**src/hw/rtl/sffa_pkg.sv**
```systemverilog
`timescale 1ns / 1ps
package sffa_pkg;
	localparam int FLOW_SLOTS = 65536;
	localparam int SLOT_W = $clog2(FLOW_SLOTS);
	localparam int BKT_W = SLOT_W + 1;
	localparam int BUCKETS = 2 * FLOW_SLOTS;
	localparam int KEY_W = 96;
	localparam int TIME_W = 63;
	localparam logic [31:0] TIMEOUT_RESET = 32'd1000000000;

	localparam logic [1:0] VERDICT_DROP = 2'd0;
	localparam logic [1:0] VERDICT_LAN = 2'd1;
	localparam logic [1:0] VERDICT_WAN = 2'd2;

	typedef logic [SLOT_W-1:0] slot_t;
	// msb set means no slot
	typedef logic [SLOT_W:0] ptr_t;
	typedef logic [BKT_W-1:0] bkt_t;
	localparam ptr_t NULL_PTR = {1'b1, {SLOT_W{1'b0}}};

	typedef struct packed {
		logic [31:0] src;
		logic [31:0] dst;
		logic [31:0] ports;
	} key_t;

	typedef struct packed {
		logic is_wan;
		logic ok;
		key_t key;
		logic [TIME_W-1:0] now;
	} item_t;

	function automatic bkt_t flow_hash(key_t k);
		bkt_t h;
		logic [KEY_W-1:0] v;
		h = '0;
		v = k;
		for (int i = 0; i < KEY_W; i++) h[i % BKT_W] = h[i % BKT_W] ^ v[i];
		return h;
	endfunction
endpackage

```
**src/hw/rtl/sffa_ifs.sv**
```systemverilog
`timescale 1ns / 1ps
interface sffa_pkt_if;
	logic valid;
	logic ready;
	logic from_wan;
	logic l4_valid;
	logic [31:0] src_ip;
	logic [31:0] dst_ip;
	logic [15:0] src_l4_port;
	logic [15:0] dst_l4_port;
	logic [62:0] now_ns;
	modport source(output valid, from_wan, l4_valid, src_ip, dst_ip, src_l4_port,
		dst_l4_port, now_ns, input ready);
	modport sink(input valid, from_wan, l4_valid, src_ip, dst_ip, src_l4_port,
		dst_l4_port, now_ns, output ready);
endinterface


```
**src/hw/rtl/sffa_front.sv**
```systemverilog
`timescale 1ns / 1ps
module sffa_front (
	input logic clk,
	input logic arst_n,
	sffa_pkt_if.sink pkt,
	input logic clr_done,
	output sffa_pkg::item_t q_item,
	output logic q_vld,
	input logic q_pop
);
	import sffa_pkg::*;

	item_t buf_q [2];
	logic wr_q, rd_q;
	logic [1:0] cnt_q;
	item_t cls;
	logic push;

	// wan traffic is looked up with the tuple turned around
	always_comb begin
		cls.is_wan = pkt.from_wan;
		cls.ok = pkt.l4_valid;
		cls.now = pkt.now_ns;
		if (pkt.from_wan) begin
			cls.key.src = pkt.dst_ip;
			cls.key.dst = pkt.src_ip;
			cls.key.ports = {pkt.dst_l4_port, pkt.src_l4_port};
		end else begin
			cls.key.src = pkt.src_ip;
			cls.key.dst = pkt.dst_ip;
			cls.key.ports = {pkt.src_l4_port, pkt.dst_l4_port};
		end
	end

	assign pkt.ready = (cnt_q != 2'd2) && clr_done;
	assign push = pkt.valid && pkt.ready;
	assign q_vld = (cnt_q != 2'd0);
	assign q_item = buf_q[rd_q];

	always_ff @(posedge clk) begin
		if (push) buf_q[wr_q] <= cls;
	end

	always_ff @(posedge clk or negedge arst_n) begin
		if (!arst_n) begin
			wr_q <= 1'b0;
			rd_q <= 1'b0;
			cnt_q <= 2'd0;
		end else begin
			if (push) wr_q <= ~wr_q;
			if (q_pop) rd_q <= ~rd_q;
			cnt_q <= cnt_q + {1'b0, push} - {1'b0, q_pop};
		end
	end
endmodule

```
**src/flat_wrapper.sv**
```systemverilog
// flat-port wrapper written by rule: the top's interface ports become plain ports
module sffa_front_flat import sffa_pkg::*;
  (clk, arst_n, clr_done, q_item, q_vld, q_pop, pkt_valid, pkt_from_wan, pkt_l4_valid, pkt_src_ip, pkt_dst_ip, pkt_src_l4_port, pkt_dst_l4_port, pkt_now_ns, pkt_ready);
  sffa_pkt_if pkt_i ();
  input logic clk;
  input logic arst_n;
  input logic clr_done;
  output sffa_pkg::item_t q_item;
  output logic q_vld;
  input logic q_pop;
  input wire logic [$bits(pkt_i.valid)-1:0] pkt_valid;
  input wire logic [$bits(pkt_i.from_wan)-1:0] pkt_from_wan;
  input wire logic [$bits(pkt_i.l4_valid)-1:0] pkt_l4_valid;
  input wire logic [$bits(pkt_i.src_ip)-1:0] pkt_src_ip;
  input wire logic [$bits(pkt_i.dst_ip)-1:0] pkt_dst_ip;
  input wire logic [$bits(pkt_i.src_l4_port)-1:0] pkt_src_l4_port;
  input wire logic [$bits(pkt_i.dst_l4_port)-1:0] pkt_dst_l4_port;
  input wire logic [$bits(pkt_i.now_ns)-1:0] pkt_now_ns;
  output wire logic [$bits(pkt_i.ready)-1:0] pkt_ready;
  assign pkt_i.valid = pkt_valid;
  assign pkt_i.from_wan = pkt_from_wan;
  assign pkt_i.l4_valid = pkt_l4_valid;
  assign pkt_i.src_ip = pkt_src_ip;
  assign pkt_i.dst_ip = pkt_dst_ip;
  assign pkt_i.src_l4_port = pkt_src_l4_port;
  assign pkt_i.dst_l4_port = pkt_dst_l4_port;
  assign pkt_i.now_ns = pkt_now_ns;
  assign pkt_ready = pkt_i.ready;
  sffa_front u_core (.clk(clk), .arst_n(arst_n), .pkt(pkt_i), .clr_done(clr_done), .q_item(q_item), .q_vld(q_vld), .q_pop(q_pop));
endmodule
```
**config.mk**
```make
export PLATFORM = sky130hd
export DESIGN_NAME = sffa_front_flat
export DESIGN_NICKNAME = d
export VERILOG_FILES = /design/src/hw/rtl/sffa_pkg.sv /design/src/hw/rtl/sffa_ifs.sv /design/src/hw/rtl/sffa_front.sv /design/src/flat_wrapper.sv
export SDC_FILE = /design/constraint.sdc
export NUM_CORES = 1
export LEC_CHECK = 0
export ABC_AREA = 0
export BUFFER_PORTS_ARGS = -buffer_cell sky130_fd_sc_hd__buf_2
export CORE_MARGIN = 10
export CORE_UTILIZATION = 53
export DETAILED_ROUTE_END_ITERATION = 8
export GPL_ROUTABILITY_DRIVEN = 0
export PLACE_DENSITY = 0.79
export SKIP_CTS_REPAIR_TIMING = 1
export SLEW_MARGIN = 20
export SYNTH_ARGS = -nofsm -noshare
export SYNTH_HDL_FRONTEND = slang
export SYNTH_SLANG_ARGS = --single-unit
```
**constraint.sdc**
```tcl
create_clock -name clk -period 10 [get_ports clk]
set_clock_uncertainty 0.15 [all_clocks]
set_input_delay 0 -clock clk [delete_from_list [all_inputs] [get_ports clk]]
set_output_delay 0 -clock clk [all_outputs]
set_load 0.02 [all_outputs]
```
==> metrics.md <==
| Metric | Value |
|---|---|
| Status | `finished clean` |
| Unrepaired setup endpoints after global routing | `false` |
| Reg-to-Reg Start | `u_core.cnt_q[1]` |
| Full die area | `0.0321 mm^2` |
| Master of the slowest instance on the critical path | `sky130_fd_sc_hd__dfrtp_4` |
| Post-layout worst setup margin | `6900 ps` |
| Worst slew margin relative to its limit | `29.5%` |
| Main flop type after synthesis | `sky130_fd_sc_hd__edfxtp_1` |
| Least-Margin Pin Slew | `1060 ps` |
| Area share of the largest cell type after synthesis | `72.1%` |
| Synth cell count leaders | `322 x sky130_fd_sc_hd__edfxtp_1, 153 x sky130_fd_sc_hd__mux2_2, 104 x sky130_fd_sc_hd__mux2_4` |
| Number of instances in the synthesized netlist | `626` |
| Router iterations before antenna repair | `4` |
| Number of antenna-violating nets in the routed design | `0` |
| Type of element launching the critical path | `register` |
| Power per cell area | `240 mW/mm^2` |
| Width of the chip | `179 um` |
| Leak pwr | `0.00724 uW` |
| CTS tree | `built` |
| Starting Density | `53.5%` |
| Capturing element type of the critical path | `output pin` |
| Worst hold-check slack | `25.4 ps` |
| CTS sink cnt | `326` |
| Worst Hold Path EP | `u_core.buf_q[1][114]` |
| Count of final hold-check violations | `0` |
| Final setup violating endpoints | `0` |
| Netlist area before placement | `0.0134 mm^2` |
| Largest stage delay, worst path | `890 ps` |
| Average vias per placed instance | `5.19` |
| Main area contributors after synthesis | `sky130_fd_sc_hd__edfxtp_1 72%, sky130_fd_sc_hd__mux2_2 13%, sky130_fd_sc_hd__mux2_4 12%, sky130_fd_sc_hd__buf_6 1.3%, sky130_fd_sc_hd__dfrtp_1 0.75%` |
| Most repeated cell in the gate-level netlist after synthesis | `sky130_fd_sc_hd__edfxtp_1` |
| Worst hold path class | `primary input to register` |
| I/O pin total | `329` |
| Worst setup slack before clock tree synthesis | `7270 ps` |
| Sequential element share of the synthesized area | `72.9%` |
| Share of synthesized flip-flops with an asynchronous set or reset | `1.23%` |
| Final net count | `1350` |
| Capture instance of the worst register-to-register path | `u_core.buf_q[0][84]` |
| Shortest period the worst path allows | `3100 ps` |
| Final HPWL from detailed placement | `19000 um` |
| Worst reg2reg path depth | `4` |
| Clock transition time at the flip-flop clock pins of the worst setup and hold paths | `60 ps` |
| Synthesized netlist net count | `794` |
| Latest clock arrival within the worst-skew pair | `500 ps` |
| Buffer levels on the longest clock path | `3` |
| Maximum clock rate | `323 MHz` |
| Synth Area per Inst | `21.4 um^2` |
| Launch point of the worst hold path | `clr_done` |
| Antenna violations before repair | `3` |
| Worst-case register-to-register setup slack | `7290 ps` |
| Share of post-route cells with drive strength above 1 | `53.1%` |
| Clock Root Buffer | `sky130_fd_sc_hd__clkbuf_16` |
| DRC errors left | `0` |
| Post-synthesis cell type with the largest combined area | `sky130_fd_sc_hd__edfxtp_1` |
| Largest net degree at the start of global routing | `78` |
| Number of buffers added by the clock tree synthesis step | `35` |
| P&R area growth vs syn | `37.8%` |
| Maximum fanout count along the critical path | `57` |
| Total routing usage reported by global routing | `16.7%` |
| Pins over their slew limit | `0` |
| Part of the cycle the worst path needs | `31.0%` |
| Total wire length after detailed routing | `33400 um` |
| Hold Path Depth | `3` |
| Routed WL per cell | `21.7 um` |
| Vertical die dimension | `179 um` |
| First-pass GRT wire length | `41300 um` |
| Overall power of the completed layout | `4430 uW` |
| Arrival time at the worst endpoint | `2950 ps` |
| Cell Rows | `58` |
| Flop and latch count out of synthesis | `326` |
| Port-buffer cells | `328` |
| Drt first-iter violations | `497` |
| Number of vias after detailed routing | `7986` |
| Crit path cell chain | `buf_4 -> mux2_2 -> buf_2` |
| Aggregate negative setup slack | `0 ps` |
| Number of max-cap violations | `0` |
| Overflow left after global routing | `0` |
| Number of enable-type register cells in the synthesized netlist | `322` |
| Placeable Area | `0.0250 mm^2` |
| Number of global-route vias before repair | `7377` |
| Count of yosys warnings during synthesis | `0` |
| Worst vdd ir | `0.142 mV` |
| H-tree depth | `2` |
| Unique masters post-synth | `15` |
| Required time at the worst-slack endpoint | `9850 ps` |
| Type of the setup path with the least slack | `register to output pin` |
-- logic make-up after synthesis --
| group | after synthesis | share of synthesized area (%) |
|---|---|---|
| adder cells (fa/ha/maj) | 2 | 0.187 |
| AND/OR/NAND/NOR | 6 | 0.280 |
| XOR/XNOR | 4 | 0.261 |
| multiplexers | 257 | 24.5 |
| buffers and inverters | 31 | 1.89 |
| flip-flops | 326 | 72.9 |
-- per-layer routing --
layer	global-route usage (%)	routed length, um	vias up
met5	0	0	-
met4	6.85	1200	0
met3	4.11	2230	79
met2	28.3	17600	316
met1	20.0	12300	3991
li1	-	-	3600
-- through the flow --
step | cells | cell area [um^2] | util [%]
after floorplan | 626 | 13400 | -
after global placement | 1262 | 15300 | 61.0
after detailed placement | 1262 | 15300 | 61.0
after CTS | 1322 | 16300 | 65.2
after global routing | 1538 | 18500 | 73.8
final | 1538 | 18500 | 73.8
-- cell usage in the layout (no fill, tap or decap), drive strengths merged --
master       count
clkinv          18
ha               2
diode            3
buf            335
or2              1
inv              3
edfxtp         322
nand2b           1
xor2             2
and3             1
nor2b            1
bufinv           1
dfrtp            4
dlygate4sd3    213
and2             2
xnor2            2
mux2           257
clkbuf          40
-- how the worst max path moves through the flow --
stage                    start                   to  slack, ps
6_report           u_core.rd_q           q_item[63]       6900
4_1_cts            u_core.rd_q           q_item[48]       6900
3_3_place_gp   u_core.cnt_q[1]  u_core.buf_q[0][90]       7300
2_1_floorplan  u_core.cnt_q[1]   u_core.buf_q[0][0]       1410
5_1_grt            u_core.rd_q           q_item[66]       6760
3_5_place_dp   u_core.cnt_q[1]  u_core.buf_q[0][74]       7270
-- report_power, final --
| part | internal [uW] | total (uW) | leakage [uW] | switching [uW] |
|---|---|---|---|---|
| clock | 693 | 1180 | 0.000518 | 485 |
| combinational | 645 | 1450 | 0.00373 | 807 |
| sequential | 1710 | 1800 | 0.00299 | 85.4 |
| total | 3050 | 4430 | 0.00724 | 1380 |
-- flip-flops by register name, indices dropped and copies added (netlist names) --
signal / cells
u_core.buf_q: 322
u_core.cnt_q: 2
u_core.rd_q: 1
u_core.wr_q: 1
-- area by class of cell --
cell class                      instances  area [um^2]
Antenna cell                            3         7.51
Clock buffer                           40          937
Tap cell                              330          413
Multi-Input combinational cell        269         3390
Timing Repair Buffer                  548         3830
Sequential cell                       326         9770
Inverter                                2         7.51
Clock inverter                         20          113
Fill cell                            1481         6570
-- critical path: cells and delay by family, from the launching register on --
family | cells | cell delay (ps)
multiplexers | 1 | 430
flip-flops | 1 | 890
buffers and inverters | 2 | 1030
No activity file was read; power rests on OpenSTA's default activity.
